**config.mk**
```make
export PLATFORM = sky130hd
export DESIGN_NAME = dhcp_client_lease_fsm_core_flat
export DESIGN_NICKNAME = d
export VERILOG_FILES = /design/src/rtl/dclf_pkg.sv /design/src/rtl/dclf_if.sv /design/src/rtl/dclf_front.sv /design/src/rtl/dclf_back.sv /design/src/rtl/dhcp_client_lease_fsm_core.sv /design/src/flat_wrapper.sv
export VERILOG_INCLUDE_DIRS = /design/src /design/src/rtl
export SDC_FILE = /design/constraint.sdc
export NUM_CORES = 2
export LEC_CHECK = 0
export ABC_CLOCK_PERIOD_IN_PS = 19200
export BUFFER_PORTS_ARGS = -buffer_cell sky130_fd_sc_hd__buf_2
export CAP_MARGIN = 40
export CORE_UTILIZATION = 30
export CTS_CLUSTER_SIZE = 12
export DETAILED_ROUTE_END_ITERATION = 7
export MAX_ROUTING_LAYER = met4
export PLACE_DENSITY = 0.43
export SLEW_MARGIN = 20
export SYNTH_ARGS = -nofsm -noshare
export SYNTH_HDL_FRONTEND = slang
export SYNTH_HIERARCHICAL = 1
export SYNTH_SLANG_ARGS = --single-unit
```
**constraint.sdc**
```tcl
create_clock -name i_clk -period 19.2 [get_ports i_clk]
set_clock_uncertainty 0.15 [all_clocks]
set_input_delay 1.92 -clock i_clk [delete_from_list [all_inputs] [get_ports i_clk]]
set_output_delay 1.92 -clock i_clk [all_outputs]
set_load 0.01 [all_outputs]
```
**src/rtl/dhcp_client_lease_fsm_core_assert.svh**
```systemverilog
// Assertion macros for the DHCP client lease core.
`ifndef DHCP_CLIENT_LEASE_FSM_CORE_ASSERT_SVH
`define DHCP_CLIENT_LEASE_FSM_CORE_ASSERT_SVH

`ifndef SYNTHESIS
`define DCLF_ASSERT(lbl, clk, rst_n, prop) \
    lbl: assert property (@(posedge clk) disable iff (!rst_n) prop) \
        else $error("dclf assertion failed");
`define DCLF_ASSERT_NEVER(lbl, clk, rst_n, expr) \
    lbl: assert property (@(posedge clk) disable iff (!rst_n) !(expr)) \
        else $error("dclf forbidden condition");
`else
`define DCLF_ASSERT(lbl, clk, rst_n, prop)
`define DCLF_ASSERT_NEVER(lbl, clk, rst_n, expr)
`endif

`endif

```
**src/rtl/dclf_pkg.sv**
```systemverilog
`timescale 1ns / 1ps
package dclf_pkg;

    typedef enum logic [2:0] {
        ST_INIT       = 3'd0,
        ST_SELECTING  = 3'd1,
        ST_REQUESTING = 3'd2,
        ST_BOUND      = 3'd3,
        ST_RENEWING   = 3'd4,
        ST_REBINDING  = 3'd5
    } t_state;

    localparam logic [7:0]  MSG_OFFER  = 8'd2;
    localparam logic [7:0]  MSG_ACK    = 8'd5;
    localparam logic [31:0] ALL_ONES   = 32'hFFFF_FFFF;
    localparam logic [31:0] SEC_TO_MS  = 32'd1000;
    localparam int          CFG_W      = 48;

    localparam logic [1:0] CFG_STANDALONE        = 2'd0;
    localparam logic [1:0] CFG_DISCOVER_ATTEMPTS = 2'd1;
    localparam logic [1:0] CFG_CLIENT_MAC        = 2'd2;

    localparam int OPT_TYPE   = 0;
    localparam int OPT_MASK   = 1;
    localparam int OPT_T1     = 2;
    localparam int OPT_T2     = 3;
    localparam int OPT_LEASE  = 4;
    localparam int OPT_SERVER = 5;

    typedef struct packed {
        logic        mode;
        logic [31:0] rx_xid;
        logic [47:0] rx_hw_addr;
        logic [7:0]  rx_msg_type;
        logic [31:0] rx_your_ip;
        logic [31:0] rx_subnet_mask;
        logic [31:0] rx_renew_seconds;
        logic [31:0] rx_rebind_seconds;
        logic [31:0] rx_lease_seconds;
        logic [31:0] rx_server_ip;
        logic [5:0]  options_present;
        logic [31:0] random_xid;
    } t_in_item;

    typedef struct packed {
        logic        is_reply;
        logic [31:0] rx_xid;
        logic [47:0] rx_hw_addr;
        logic [7:0]  rx_msg_type;
        logic [31:0] rx_your_ip;
        logic [31:0] rx_subnet_mask;
        logic [31:0] renew_ms;
        logic [31:0] rebind_ms;
        logic [31:0] lease_ms;
        logic [31:0] rx_server_ip;
        logic [5:0]  options_present;
        logic [31:0] random_xid;
    } t_q_item;

    typedef struct packed {
        logic        send_valid;
        logic        send_kind;
        logic        send_broadcast;
        logic [31:0] dest_ip;
        logic [31:0] send_xid;
        logic [31:0] client_ip;
        logic [31:0] requested_ip;
        logic [31:0] server_id;
        logic [2:0]  fsm_state;
        logic [7:0]  discover_left;
        logic        addr_update;
        logic [31:0] netmask;
    } t_out_item;

    typedef struct packed {
        logic valid;
    } t_q_ctl;

endpackage

```
**src/rtl/dclf_if.sv**
```systemverilog
`timescale 1ns / 1ps
interface dclf_in_if;
    logic                valid;
    logic                ready;
    dclf_pkg::t_in_item  data;
    modport source(output valid, output data, input ready);
    modport sink(input valid, input data, output ready);
endinterface

interface dclf_out_if;
    logic                valid;
    logic                ready;
    dclf_pkg::t_out_item data;
    modport source(output valid, output data, input ready);
    modport sink(input valid, input data, output ready);
endinterface

```
**src/rtl/dclf_front.sv**
```systemverilog
`timescale 1ns / 1ps
module dclf_front (
    input  logic               i_clk,
    input  logic               i_rst_n,
    dclf_in_if.sink            i_in,
    input  logic               i_pop,
    output logic               o_q_valid,
    output dclf_pkg::t_q_item  o_q_item
);

    dclf_pkg::t_q_item r_mem [2];
    logic       r_wr_ptr, n_wr_ptr;
    logic       r_rd_ptr, n_rd_ptr;
    logic [1:0] r_count, n_count;
    logic       push;
    logic       pop;
    dclf_pkg::t_q_item entry;

    assign i_in.ready = (r_count != 2'd2);
    assign push       = i_in.valid && i_in.ready;
    assign pop        = i_pop && (r_count != 2'd0);
    assign o_q_valid  = (r_count != 2'd0);
    assign o_q_item   = r_mem[r_rd_ptr];

    // classify and pre-scale lease times
    always_comb begin
        entry.is_reply        = i_in.data.mode;
        entry.rx_xid          = i_in.data.rx_xid;
        entry.rx_hw_addr      = i_in.data.rx_hw_addr;
        entry.rx_msg_type     = i_in.data.rx_msg_type;
        entry.rx_your_ip      = i_in.data.rx_your_ip;
        entry.rx_subnet_mask  = i_in.data.rx_subnet_mask;
        entry.renew_ms        = 32'(i_in.data.rx_renew_seconds * dclf_pkg::SEC_TO_MS);
        entry.rebind_ms       = 32'(i_in.data.rx_rebind_seconds * dclf_pkg::SEC_TO_MS);
        entry.lease_ms        = 32'(i_in.data.rx_lease_seconds * dclf_pkg::SEC_TO_MS);
        entry.rx_server_ip    = i_in.data.rx_server_ip;
        entry.options_present = i_in.data.options_present;
        entry.random_xid      = i_in.data.random_xid;
    end

    always_comb begin
        n_wr_ptr = push ? ~r_wr_ptr : r_wr_ptr;
        n_rd_ptr = pop ? ~r_rd_ptr : r_rd_ptr;
        n_count  = r_count + 2'(push) - 2'(pop);
    end

    always_ff @(posedge i_clk) begin
        if (!i_rst_n) begin
            r_wr_ptr <= 1'b0;
            r_rd_ptr <= 1'b0;
            r_count  <= 2'd0;
        end else begin
            r_wr_ptr <= n_wr_ptr;
            r_rd_ptr <= n_rd_ptr;
            r_count  <= n_count;
        end
    end

    always_ff @(posedge i_clk) begin
        if (push) begin
            r_mem[r_wr_ptr] <= entry;
        end
    end

endmodule

```
**src/rtl/dclf_back.sv**
```systemverilog
`timescale 1ns / 1ps
`include "dhcp_client_lease_fsm_core_assert.svh"
module dclf_back #(
    parameter int RETRY_LIMIT = 4,
    parameter int TICK_MS     = 1000
) (
    input  logic                     i_clk,
    input  logic                     i_rst_n,
    input  logic                     i_cfg_we,
    input  logic [1:0]               i_cfg_idx,
    input  logic [dclf_pkg::CFG_W-1:0] i_cfg_data,
    input  dclf_pkg::t_q_ctl         i_q,
    input  dclf_pkg::t_q_item        i_q_item,
    output logic                     o_pop,
    dclf_out_if.source               o_out
);

    localparam logic [7:0]  LIMIT8 = 8'(RETRY_LIMIT);
    localparam logic [31:0] TICK32 = 32'(TICK_MS);

    logic        r_standalone;
    logic [47:0] r_mac;

    dclf_pkg::t_state r_state, n_state;
    logic [7:0]  r_disc, n_disc;
    logic [7:0]  r_retry, n_retry;
    logic [31:0] r_xid, n_xid;
    logic [31:0] r_elapsed, n_elapsed;
    logic [7:0]  r_last_type, n_last_type;
    logic [31:0] r_mask, n_mask;
    logic [31:0] r_renew, n_renew;
    logic [31:0] r_rebind, n_rebind;
    logic [31:0] r_lease, n_lease;
    logic [31:0] r_server, n_server;
    logic [31:0] r_bound, n_bound;
    logic [31:0] r_offered, n_offered;

    logic                r_out_valid;
    dclf_pkg::t_out_item r_out, n_out;

    logic        pop;
    logic        rep;
    logic [31:0] e_next;
    logic        renew_hit, rebind_hit, lease_hit;
    logic        enter_renew, at_renew, enter_rebind, at_rebind, expire;
    logic        sel_retry, req_retry, sel_timeout, req_timeout;
    logic        run_init, init_blocked, init_send;
    logic [31:0] xid_tick;
    logic        match;
    logic [7:0]  mt_new;
    logic [31:0] mask_new;
    logic        ack;

    assign pop   = i_q.valid && (!r_out_valid || o_out.ready);
    assign o_pop = pop;
    assign rep   = i_q_item.is_reply;

    assign e_next       = r_elapsed + TICK32;
    assign renew_hit    = e_next >= r_renew;
    assign rebind_hit   = e_next >= r_rebind;
    assign lease_hit    = e_next >= r_lease;
    assign enter_renew  = (r_state == dclf_pkg::ST_BOUND) && renew_hit;
    assign at_renew     = (r_state == dclf_pkg::ST_RENEWING) || enter_renew;
    assign enter_rebind = at_renew && rebind_hit;
    assign at_rebind    = (r_state == dclf_pkg::ST_REBINDING) || enter_rebind;
    assign expire       = at_rebind && lease_hit;
    assign sel_retry    = (r_state == dclf_pkg::ST_SELECTING) && (r_retry != 8'd0);
    assign req_retry    = (r_state == dclf_pkg::ST_REQUESTING) && (r_retry != 8'd0);
    assign sel_timeout  = (r_state == dclf_pkg::ST_SELECTING) && (r_retry == 8'd0);
    assign req_timeout  = (r_state == dclf_pkg::ST_REQUESTING) && (r_retry == 8'd0);
    assign run_init     = (r_state == dclf_pkg::ST_INIT) || sel_timeout || expire;
    assign init_blocked = (r_disc == 8'd0) && !r_standalone;
    assign init_send    = run_init && !init_blocked;
    assign xid_tick     = init_send ? i_q_item.random_xid
                        : r_xid + 32'(enter_renew) + 32'(enter_rebind) + 32'(req_timeout);

    assign match    = (i_q_item.rx_xid == r_xid) && (i_q_item.rx_hw_addr == r_mac);
    assign mt_new   = i_q_item.options_present[dclf_pkg::OPT_TYPE]
                    ? i_q_item.rx_msg_type : r_last_type;
    assign mask_new = i_q_item.options_present[dclf_pkg::OPT_MASK]
                    ? i_q_item.rx_subnet_mask : r_mask;
    assign ack      = (mt_new == dclf_pkg::MSG_ACK);

    // next state
    always_comb begin
        n_state     = r_state;
        n_disc      = r_disc;
        n_retry     = r_retry;
        n_xid       = r_xid;
        n_elapsed   = r_elapsed;
        n_last_type = r_last_type;
        n_mask      = r_mask;
        n_renew     = r_renew;
        n_rebind    = r_rebind;
        n_lease     = r_lease;
        n_server    = r_server;
        n_bound     = r_bound;
        n_offered   = r_offered;
        if (!rep) begin
            n_elapsed = e_next;
            n_xid     = xid_tick;
            if (sel_retry || req_retry) begin
                n_retry = r_retry - 8'd1;
            end else if (req_timeout) begin
                n_retry = LIMIT8 - 8'd1;
            end
            if (init_send) begin
                n_disc = ((r_disc == 8'd0) ? LIMIT8 : r_disc) - 8'd1;
            end
            if (expire) begin
                n_last_type = '0;
                n_mask      = '0;
                n_renew     = '0;
                n_rebind    = '0;
                n_lease     = '0;
                n_server    = '0;
            end
            if (run_init) begin
                n_state = init_blocked ? dclf_pkg::ST_INIT : dclf_pkg::ST_SELECTING;
            end else if (req_timeout) begin
                n_state = dclf_pkg::ST_SELECTING;
            end else if (at_rebind) begin
                n_state = dclf_pkg::ST_REBINDING;
            end else if (at_renew) begin
                n_state = dclf_pkg::ST_RENEWING;
            end
        end else if (match) begin
            n_last_type = mt_new;
            n_mask      = mask_new;
            if (i_q_item.options_present[dclf_pkg::OPT_T1]) n_renew = i_q_item.renew_ms;
            if (i_q_item.options_present[dclf_pkg::OPT_T2]) n_rebind = i_q_item.rebind_ms;
            if (i_q_item.options_present[dclf_pkg::OPT_LEASE]) n_lease = i_q_item.lease_ms;
            if (i_q_item.options_present[dclf_pkg::OPT_SERVER]) begin
                n_server = i_q_item.rx_server_ip;
            end
            n_offered = i_q_item.rx_your_ip;
            case (r_state)
                dclf_pkg::ST_SELECTING: begin
                    if (mt_new == dclf_pkg::MSG_OFFER) n_state = dclf_pkg::ST_REQUESTING;
                end
                dclf_pkg::ST_REQUESTING: begin
                    if (!ack) begin
                        n_state = dclf_pkg::ST_SELECTING;
                    end else begin
                        n_bound   = i_q_item.rx_your_ip;
                        n_elapsed = '0;
                        n_state   = dclf_pkg::ST_BOUND;
                    end
                end
                dclf_pkg::ST_RENEWING, dclf_pkg::ST_REBINDING: begin
                    if (!ack) begin
                        n_last_type = '0;
                        n_mask      = '0;
                        n_renew     = '0;
                        n_rebind    = '0;
                        n_lease     = '0;
                        n_server    = '0;
                        n_state     = dclf_pkg::ST_INIT;
                    end else begin
                        n_elapsed = '0;
                        n_state   = dclf_pkg::ST_BOUND;
                    end
                end
                default: begin
                end
            endcase
        end
    end

    // result item
    always_comb begin
        n_out               = '0;
        n_out.fsm_state     = n_state;
        n_out.discover_left = n_disc;
        if (!rep) begin
            n_out.send_xid = xid_tick;
            if (init_send || sel_retry || req_timeout) begin
                n_out.send_valid     = 1'b1;
                n_out.send_broadcast = 1'b1;
                n_out.dest_ip        = dclf_pkg::ALL_ONES;
            end else if (req_retry) begin
                n_out.send_valid     = 1'b1;
                n_out.send_kind      = 1'b1;
                n_out.send_broadcast = 1'b1;
                n_out.dest_ip        = dclf_pkg::ALL_ONES;
                n_out.requested_ip   = r_offered;
                n_out.server_id      = r_server;
            end else if (at_renew && !rebind_hit) begin
                n_out.send_valid     = 1'b1;
                n_out.send_kind      = 1'b1;
                n_out.send_broadcast = (r_server == dclf_pkg::ALL_ONES);
                n_out.dest_ip        = r_server;
                n_out.client_ip      = r_bound;
            end else if (at_rebind && !lease_hit) begin
                n_out.send_valid     = 1'b1;
                n_out.send_kind      = 1'b1;
                n_out.send_broadcast = 1'b1;
                n_out.dest_ip        = dclf_pkg::ALL_ONES;
                n_out.client_ip      = r_bound;
            end
            if (!n_out.send_valid) begin
                n_out.send_xid = '0;
            end
        end else if (match && (r_state == dclf_pkg::ST_REQUESTING) && ack) begin
            n_out.client_ip   = i_q_item.rx_your_ip;
            n_out.addr_update = 1'b1;
            n_out.netmask     = mask_new;
        end
    end

    always_ff @(posedge i_clk) begin
        if (!i_rst_n) begin
            r_standalone <= 1'b1;
            r_mac        <= '0;
            r_state      <= dclf_pkg::ST_INIT;
            r_disc       <= 8'd3;
            r_retry      <= LIMIT8;
            r_xid        <= '0;
            r_elapsed    <= '0;
            r_last_type  <= '0;
            r_mask       <= '0;
            r_renew      <= '0;
            r_rebind     <= '0;
            r_lease      <= '0;
            r_server     <= '0;
            r_bound      <= '0;
            r_offered    <= '0;
            r_out_valid  <= 1'b0;
        end else begin
            if (pop) begin
                r_state     <= n_state;
                r_disc      <= n_disc;
                r_retry     <= n_retry;
                r_xid       <= n_xid;
                r_elapsed   <= n_elapsed;
                r_last_type <= n_last_type;
                r_mask      <= n_mask;
                r_renew     <= n_renew;
                r_rebind    <= n_rebind;
                r_lease     <= n_lease;
                r_server    <= n_server;
                r_bound     <= n_bound;
                r_offered   <= n_offered;
                r_out_valid <= 1'b1;
            end else if (o_out.ready) begin
                r_out_valid <= 1'b0;
            end
            if (i_cfg_we) begin
                case (i_cfg_idx)
                    dclf_pkg::CFG_STANDALONE: r_standalone <= i_cfg_data[0];
                    dclf_pkg::CFG_DISCOVER_ATTEMPTS: begin
                        r_disc <= i_cfg_data[7:0];
                    end
                    dclf_pkg::CFG_CLIENT_MAC: r_mac <= i_cfg_data[47:0];
                    default: begin
                    end
                endcase
            end
        end
    end

    always_ff @(posedge i_clk) begin
        if (pop) begin
            r_out <= n_out;
        end
    end

    assign o_out.valid = r_out_valid;
    assign o_out.data  = r_out;

    `DCLF_ASSERT(a_ack_binds, i_clk, i_rst_n, r_out_valid && r_out.addr_update |-> r_out.fsm_state == dclf_pkg::ST_BOUND)
    `DCLF_ASSERT(a_idle_send_zero, i_clk, i_rst_n, r_out_valid && !r_out.send_valid |-> r_out.dest_ip == 32'd0 && r_out.send_xid == 32'd0)
    `DCLF_ASSERT_NEVER(a_update_no_send, i_clk, i_rst_n, r_out_valid && r_out.addr_update && r_out.send_valid)

endmodule

```
**src/rtl/dhcp_client_lease_fsm_core.sv**
```systemverilog
`timescale 1ns / 1ps
// channel   dir   payload               handshake
// i_in      in    t_in_item (tick/rx)   valid/ready
// o_out     out   t_out_item (result)   valid/ready
// i_cfg_*   in    index + 48-bit data   write enable only
//
// One item per cycle while the output is not stalled: the back end computes the state update combinationally.
// An accepted item passes through the 2-entry queue and then the output register before its result appears.
// Reset clears the state to INIT with discover_left 3 and retry count RETRY_LIMIT.
// A stalled output holds the queue; input ready drops only when the queue is full.
module dhcp_client_lease_fsm_core #(
    parameter int RETRY_LIMIT = 4,
    parameter int TICK_MS     = 1000
) (
    input  logic                       i_clk,
    input  logic                       i_rst_n,
    input  logic                       i_cfg_we,
    input  logic [1:0]                 i_cfg_idx,
    input  logic [dclf_pkg::CFG_W-1:0] i_cfg_data,
    dclf_in_if.sink                    i_in,
    dclf_out_if.source                 o_out
);

    dclf_pkg::t_q_ctl  q_ctl;
    dclf_pkg::t_q_item q_item;
    logic              q_valid;
    logic              q_pop;

    assign q_ctl.valid = q_valid;

    dclf_front u_front (
        .i_clk     (i_clk),
        .i_rst_n   (i_rst_n),
        .i_in      (i_in),
        .i_pop     (q_pop),
        .o_q_valid (q_valid),
        .o_q_item  (q_item)
    );

    dclf_back #(
        .RETRY_LIMIT (RETRY_LIMIT),
        .TICK_MS     (TICK_MS)
    ) u_back (
        .i_clk      (i_clk),
        .i_rst_n    (i_rst_n),
        .i_cfg_we   (i_cfg_we),
        .i_cfg_idx  (i_cfg_idx),
        .i_cfg_data (i_cfg_data),
        .i_q        (q_ctl),
        .i_q_item   (q_item),
        .o_pop      (q_pop),
        .o_out      (o_out)
    );

endmodule

```
**src/flat_wrapper.sv**
```systemverilog
// flat-port wrapper written by rule: the top's interface ports become plain ports
module dhcp_client_lease_fsm_core_flat 
#(
    parameter int RETRY_LIMIT = 4,
    parameter int TICK_MS     = 1000
)
  (i_clk, i_rst_n, i_cfg_we, i_cfg_idx, i_cfg_data, i_in_valid, i_in_data, i_in_ready, o_out_valid, o_out_data, o_out_ready);
  dclf_in_if i_in_i ();
  dclf_out_if o_out_i ();
  input  logic i_clk;
  input  logic i_rst_n;
  input  logic i_cfg_we;
  input  logic [1:0] i_cfg_idx;
  input  logic [dclf_pkg::CFG_W-1:0] i_cfg_data;
  input wire logic [$bits(i_in_i.valid)-1:0] i_in_valid;
  input wire logic [$bits(i_in_i.data)-1:0] i_in_data;
  output wire logic [$bits(i_in_i.ready)-1:0] i_in_ready;
  output wire logic [$bits(o_out_i.valid)-1:0] o_out_valid;
  output wire logic [$bits(o_out_i.data)-1:0] o_out_data;
  input wire logic [$bits(o_out_i.ready)-1:0] o_out_ready;
  assign i_in_i.valid = i_in_valid;
  assign i_in_i.data = i_in_data;
  assign i_in_ready = i_in_i.ready;
  assign o_out_valid = o_out_i.valid;
  assign o_out_data = o_out_i.data;
  assign o_out_i.ready = o_out_ready;
  dhcp_client_lease_fsm_core #(.RETRY_LIMIT(RETRY_LIMIT), .TICK_MS(TICK_MS)) u_core (.i_clk(i_clk), .i_rst_n(i_rst_n), .i_cfg_we(i_cfg_we), .i_cfg_idx(i_cfg_idx), .i_cfg_data(i_cfg_data), .i_in(i_in_i), .o_out(o_out_i));
endmodule
```
After elaboration in Yosys (flattened, before gate mapping)
Memories as Yosys holds them, arrays and structs flattened. A register that Yosys moved wholly into a read port is not among the register bits.
Cells that the tools add are included.
- add/sub/neg operators: 8
- multipliers: 3
- order comparisons: 3
- equal/unequal tests: 16
- muxes and demuxes: 76
- bitwise logic cells: 5
- reductions and logical operators: 53
- operators with widths (kind ; number):
    32-bit 2-to-1 mux ; 36
    8-bit 2-to-1 mux ; 14
    35-bit 2-to-1 mux ; 3
    32-bit by 1-bit adder with 32-bit output ; 3
    32-bit greater-or-equal comparator ; 3
    32-bit by 7-bit multiplier with 29-bit output, second input constant ; 3
    96-bit 2-to-1 mux ; 1
    33-bit 2-to-1 mux ; 2
    64-bit 2-to-1 mux ; 1
    48-bit equality test ; 1
    32-bit by 10-bit adder with 32-bit output, second input constant ; 1
    32-bit equality test ; 1
    32-bit equality test, second input constant ; 1
    3-bit 2-to-1 mux ; 7
    1-bit logical AND ; 17
    8-bit zero test ; 2
    8-bit by 1-bit subtractor with 8-bit output, second input constant ; 2
    1-bit 2-to-1 mux ; 9
    3-bit one-hot mux with 3 select lines ; 1
    3-bit AND reduction ; 3
    8-bit by 2-bit equality test with 1-bit output, second input constant ; 1
    8-bit by 3-bit equality test with 1-bit output, second input constant ; 1
    1-bit logical OR ; 8
    2-bit AND reduction ; 4
    20 further kinds ; 39
- flip-flop bits (word level): 576
- bits in writable memories: 620
- input port bits: 374
- output and inout port bits: 209
- memories: 1
- memory list (name ; depth ; width ; read ports ; clocked after Yosys merged registers in ; wr ports ; RTL line ; RTL):
    u_core.u_front.r_mem ; 2 ; 310 ; 1 ; 1 ; 1 ; dclf_front.sv:11 ; dclf_pkg::t_q_item r_mem [2];

Logic depth before layout (Yosys ltp)
- depth in word-level cells: 15
- mapped depth: 29

Cells and area by module
Netlist, hierarchy kept.
- modules (own cells, without submodules) (module ; times used ; cells each ; area each (um^2)):
    dclf_front ; 1 ; 2292 ; 34504.3
    dclf_back ; 1 ; 2728 ; 26903.3

Worst setup path after synthesis
OpenSTA, ideal clock, no wires.
- kind: input-to-reg
- start point: in i_in_valid
- end point: reg u_core.u_front.r_wr_ptr
- setup time: 0.119 ns
- arrival time: 15.804 ns
- path slack: 3.127 ns
- cell stages on the path: 3
- path through: nand2_1 nor2_1 o21a_1
- cells in the longest elaborated chain, start to end: 1
- RTL lines (item ; RTL line ; RTL):
    start: declaration ; flat_wrapper.sv:15 ; input wire logic [$bits(i_in_i.valid)-1:0] i_in_valid;
    1-bit logical AND ; dclf_front.sv:20 ; assign push = i_in.valid && i_in.ready;
    end signal: assignment ; dclf_front.sv:53 ; r_wr_ptr <= n_wr_ptr;
    end: declaration ; dclf_front.sv:12 ; logic r_wr_ptr, n_wr_ptr;
No other way between the ends.
A chain may end at the register's enable or synchronous reset.

Worst setup path in the final report
- start point: reg u_core.u_back.r_elapsed[3]
- end point: reg u_core.u_back.r_xid[22]
- cells in the longest elaborated chain, start to end: 10
- elaborated cells on any way between the ends: 15
- those cells by class: 4 x add/sub; 3 x order compare; 1 x mux; 7 x reduce/logical
- RTL lines (item ; RTL line ; RTL):
    start: declaration ; dclf_back.sv:28 ; logic [31:0] r_elapsed, n_elapsed;
    start signal: assignment ; dclf_back.sv:235 ; r_elapsed <= n_elapsed;
    32-bit by 10-bit adder with 32-bit output (*) ; dclf_back.sv:58 ; assign e_next = r_elapsed + TICK32;
    parallel branches: the longest is 8 deep, another holds 32-bit greater-or-equal comparator ; - ;
    32-bit 2-to-1 mux (*) ; dclf_back.sv:74 ; assign xid_tick = init_send ? i_q_item.random_xid
    end signal: assignment ; dclf_back.sv:234 ; r_xid <= n_xid;
    end: declaration ; dclf_back.sv:27 ; logic [31:0] r_xid, n_xid;
Every way passes the cells marked *.

==> metrics.md <==
| Metric | Value |
|---|---|
| Endpoint of the worst-slack reg-to-reg timing path | `u_core/u_back/r_xid[22]` |
| WP depth | `24` |
| Critical Path End | `u_core/u_back/r_xid[22]` |
| Clock latency of the later-clocked register in the worst-skew pair | `around 0.80 ns` |
| Fraction of synthesized area in multiplexers | `0.06926` |
| Total of max-cap violations | `0` |
| Critical path fanouts, max | `7` |
| Top-level port count | `between 500 and 600` |
| Number of enable-type register cells in the synthesized netlist | `827` |
| Least-Margin Pin Slew | `between 0.8 and 0.9 ns` |
| Die boundary width | `around 450 um` |
| Via count of the first global-routing pass | `about 40000` |
| HPWL after detailed placement | `between 100 and 150 mm` |
| GRT Total Usage | `0.1709` |
| Unique masters post-synth | `96` |
| Buffer levels on the longest clock path | `3` |
| Share of the cycle needed by the critical path after routing | `0.4336` |
| Asr flop ratio synth | `0` |
| Number of clock sinks | `1194` |
| Detailed Routing Iterations Pass 1 | `5` |
| Maximum number of pins on one net before global-route repair | `approximately 70` |
| Fill cell count | `between 20000 and 25000` |
| Drt wl/cell | `20.67 um` |
| Core area | `0.2027 sq mm` |
| Share of synthesized cell area in and, or, nand and nor gates | `0.08413` |
| Synthesized-area fraction occupied by xor and xnor cells | `0.03195` |
| Crit path top cell by count | `sky130_fd_sc_hd__ha_1` |
| Startpoint types | `flip-flop` |
| Placement-stage worst setup slack | `around 11 ns` |
| Max-slew violation total from the final report | `0` |
| Synth Area in Compound Gates | `0.09503` |
| Share of synthesized area occupied by flip-flops and latches | `0.5241` |
| Number of cells upsized or downsized after cts | `0` |
| Maximum achievable frequency | `around 120 MHz` |
| Fraction of power consumed by the clock network | `0.237` |
| Inserted Clock Buffers | `~140` |
| Initial cell density of the core | `0.3029` |
| Crit path required time | `19.71 ns` |
| Number of remaining DRC errors | `0` |
| Number of nets in the finished design | `roughly 6500` |
| Largest family of logic cells by synthesized area | `adder cells` |
| Summed area of non-filler cells in the final layout | `around 0.072 sq mm` |
| Avg Vias per Cell | `about 4.7` |
| Area after DPL | `about 0.067 sq mm` |
| Family with the most delay on the worst path | `simple AND/OR/NAND/NOR gates` |
| Buffers inserted during post-CTS setup optimization | `0` |
| Switching power total | `between 4 and 5 mW` |
| Placement Rows | `165` |
| Maximum vdd ir drop | `0.1031 mV` |
| Global placer's final weighted congestion | `~0.81` |
| Number of DRC markers after the initial detailed-route iteration | `roughly 2100` |
| Worst Path Class, Setup | `reg -> reg` |
| CTS Root Cell | `sky130_fd_sc_hd__clkbuf_16` |
| Total Die Area | `~0.21 sq mm` |
| Residual antenna-violating net count after detailed routing | `0` |
| Cell type with the highest aggregate area in the netlist | `sky130_fd_sc_hd__edfxtp_1` |
| Synthesized instance count | `between 5000 and 6000` |
| Most frequent cells in the layout | `sky130_fd_sc_hd__edfxtp_1 (827), sky130_fd_sc_hd__buf_2 (572), sky130_fd_sc_hd__inv_1 (548)` |
| Worst stage delay on the critical path | `~0.55 ns` |
| Vert. Die Dim | `between 400 and 500 um` |
| Cell types occupying the most area after synthesis | `sky130_fd_sc_hd__edfxtp_1 (40%), sky130_fd_sc_hd__dfxtp_1 (12%), sky130_fd_sc_hd__fa_1 (9.0%)` |
| Total routed wirelength | `173.8 mm` |
| Cell-by-cell listing of the critical path | `ha_1 -> nor3_1 -> a21oi_1 -> nor2b_1 -> nand3_1 -> nor3_1 -> xor2_1 -> ha_1 -> and4_1 -> a221oi_1 -> o2bb2ai_1 -> a21o_1 -> fa_1 -> ha_1 -> fa_1 -> nand3_1 -> or3_1 -> nor2_1 -> nand4_1 -> nor3_2 -> nand2_1 -> o21ai_1 -> nor2_1 -> a221o_1` |
| Leakage power total | `roughly 28 nW` |
| CTS H-Tree Depth | `4` |
| Post-synthesis average cell area | `12.23 sq um` |
| Post-Synthesis Cell Area | `between 0.06 and 0.07 sq mm` |
| P&R area growth vs syn | `17.62%` |
| Total number of vias | `~39000` |
| Remaining Overflow, GRT | `0` |
| Part of the total power dissipated in sequential elements | `0.347` |
| Reg-to-reg startpoint | `u_core/u_back/r_elapsed[3]` |
| Worst reg-to-reg setup slack | `~11 ns` |
| Portion of synthesized cell area occupied by the leading cell type | `0.4044` |
| Number of warnings reported in the yosys synthesis log | `6` |
| Number of buffers inserted by port buffering | `between 500 and 600` |
| Final-report hold violation count | `0` |
| Fraction of power spent switching nets | `0.3761` |
| Origin of the worst setup path | `u_core/u_back/r_elapsed[3]` |
| Internal power | `approximately 6.9 mW` |
| Number of storage elements in the synthesis netlist | `roughly 1200` |
| TritonCTS clock tree | `yes` |
| Number of cells on the worst reg-to-reg path | `24` |
| Worst hold slack across all endpoints | `between 0.3 and 0.4 ns` |
| Relative slew slack | `0.3965` |
| Most common library cell in the layout ignoring fill and taps | `sky130_fd_sc_hd__edfxtp_1` |
| Buffers plus inverters on the worst setup path | `0` |
| Total negative slack for setup checks | `0 ns` |
| Global-route wire length before repair | `257.1 mm` |
| Share of layout cells above drive strength 1 | `0.2270` |
| Most used DFF post-synth | `sky130_fd_sc_hd__edfxtp_1` |
| HP Class | `reg -> reg` |
| Power density over cell area | `152.5 mW/mm^2` |
| Power share of the combinational group | `0.415` |
| Adder-cell share of the synthesized area | `0.1432` |
| Setup repair after global routing missed its margin | `false` |
| Clock-pin slew on the worst setup and hold paths | `0.06 ns` |
| Slack of the critical path | `10.88 ns` |
| Hold-fix buffer count after cts | `0` |
| CP Data Arrival Time | `roughly 8.8 ns` |
| Slowest stage cell on the critical path | `sky130_fd_sc_hd__fa_1` |
| Final setup viols | `0` |
| Worst Setup End Kind | `flip-flop` |
| Initial antenna violation count | `64` |
| Status | `finished, final reports clean` |
| Final Critical Period | `roughly 8.3 ns` |
[synthesized netlist by cell type (133+ instances only)]
cell,count
sky130_fd_sc_hd__o21ai_0,133
sky130_fd_sc_hd__a22o_1,170
sky130_fd_sc_hd__fa_1,275
sky130_fd_sc_hd__nand2_1,400
sky130_fd_sc_hd__ha_1,263
sky130_fd_sc_hd__dfxtp_1,367
sky130_fd_sc_hd__a21oi_1,223
sky130_fd_sc_hd__mux2_2,343
sky130_fd_sc_hd__inv_1,550
sky130_fd_sc_hd__nor2_1,243
sky130_fd_sc_hd__edfxtp_1,827
sky130_fd_sc_hd__clkbuf_1,149
[stage by stage]
step | power (mW) | util | cells
4_1_cts | 11.22 | 0.3553 | 8381
2_1_floorplan | 7.098 | - | 5028
6_report | 11.02 | 0.3563 | 8412
5_1_grt | 11.80 | 0.3562 | 8408
3_3_place_gp | 8.435 | 0.3302 | 8094
3_5_place_dp | 8.548 | 0.3329 | 8122
[cell type report]
class,instances,area [sq um],area share
flip-flops and latches,1194,32180,0.4456
multi-input cells,3055,26120,0.3616
clock buffers,212,4026,0.05575
repair buffers,654,3889,0.05384
well taps,2672,3343,0.04629
inverters,552,2085,0.02886
clock inverters,47,518.0,0.007172
diodes,26,65.06,0.0009008
[power by group through the flow]
stage / sequential, mW / combinational (mW) / clock, mW
after global routing: 3.88 / 5.12 / 2.80
after floorplan: 4.08 / 3.02 / 0
final: 3.83 / 4.57 / 2.61
after detailed placement: 3.89 / 4.66 / 0
after CTS: 3.84 / 4.68 / 2.70
after global placement: 3.89 / 4.55 / 0
[cells by family after synthesis]
logic type | Yosys count
simple gates | 1083
buf+inv | 779
flops | 1194
xor+xnor | 224
fa+ha+maj | 538
mux | 382
other cells | 1
compound gates | 819
[sequential cells by signal, indices dropped and copies added, names as in the netlist, 3 cells and up, named ones only]
signal,cells
u_core/u_back/r_mac,48
u_core/u_back/r_lease,32
u_core/u_back/r_disc,8
u_core/u_back/r_offered,32
u_core/u_back/o_out.data,207
u_core/u_back/r_rebind,32
u_core/u_back/r_retry,8
u_core/u_back/r_elapsed,29
u_core/u_back/r_state,3
u_core/u_back/r_renew,32
u_core/u_back/r_last_type,8
u_core/u_front/r_mem,620
u_core/u_back/r_mask,32
u_core/u_back/r_bound,32
u_core/u_back/r_xid,32
u_core/u_back/r_server,32
[worst min path at each step]
stage | start | to | slack [ns] | cells after the start
2_1_floorplan | u_core/u_back/r_last_type[0] | u_core/u_back/r_last_type[0] | 0.28 | 1
3_3_place_gp | u_core/u_back/r_bound[9] | u_core/u_back/r_bound[9] | 0.29 | 2
3_5_place_dp | u_core/u_back/r_mask[31] | u_core/u_back/r_mask[31] | 0.30 | 1
4_1_cts | u_core/u_back/r_bound[16] | u_core/u_back/r_bound[16] | 0.31 | 2
5_1_grt | u_core/u_back/r_bound[16] | u_core/u_back/r_bound[16] | 0.32 | 2
6_report | u_core/u_back/r_bound[29] | u_core/u_back/r_bound[29] | 0.30 | 2
[per-layer routing]
metal,up-vias,global-route usage,part of all wire
met5,-,-,0
met4,0,0.05140,0.027
met3,267,0.02815,0.038
met1,19360,0.2104,0.44
met2,801,0.2864,0.50
li1,18900,-,-
[worst min-delay path, stage by stage, from the launching register on]
cell and delay (ns):
sky130_fd_sc_hd__dfxtp_1 0.30, sky130_fd_sc_hd__nand2_1 0.05, sky130_fd_sc_hd__a21oi_1 0.05
No activity file was read; power rests on OpenSTA's default activity.
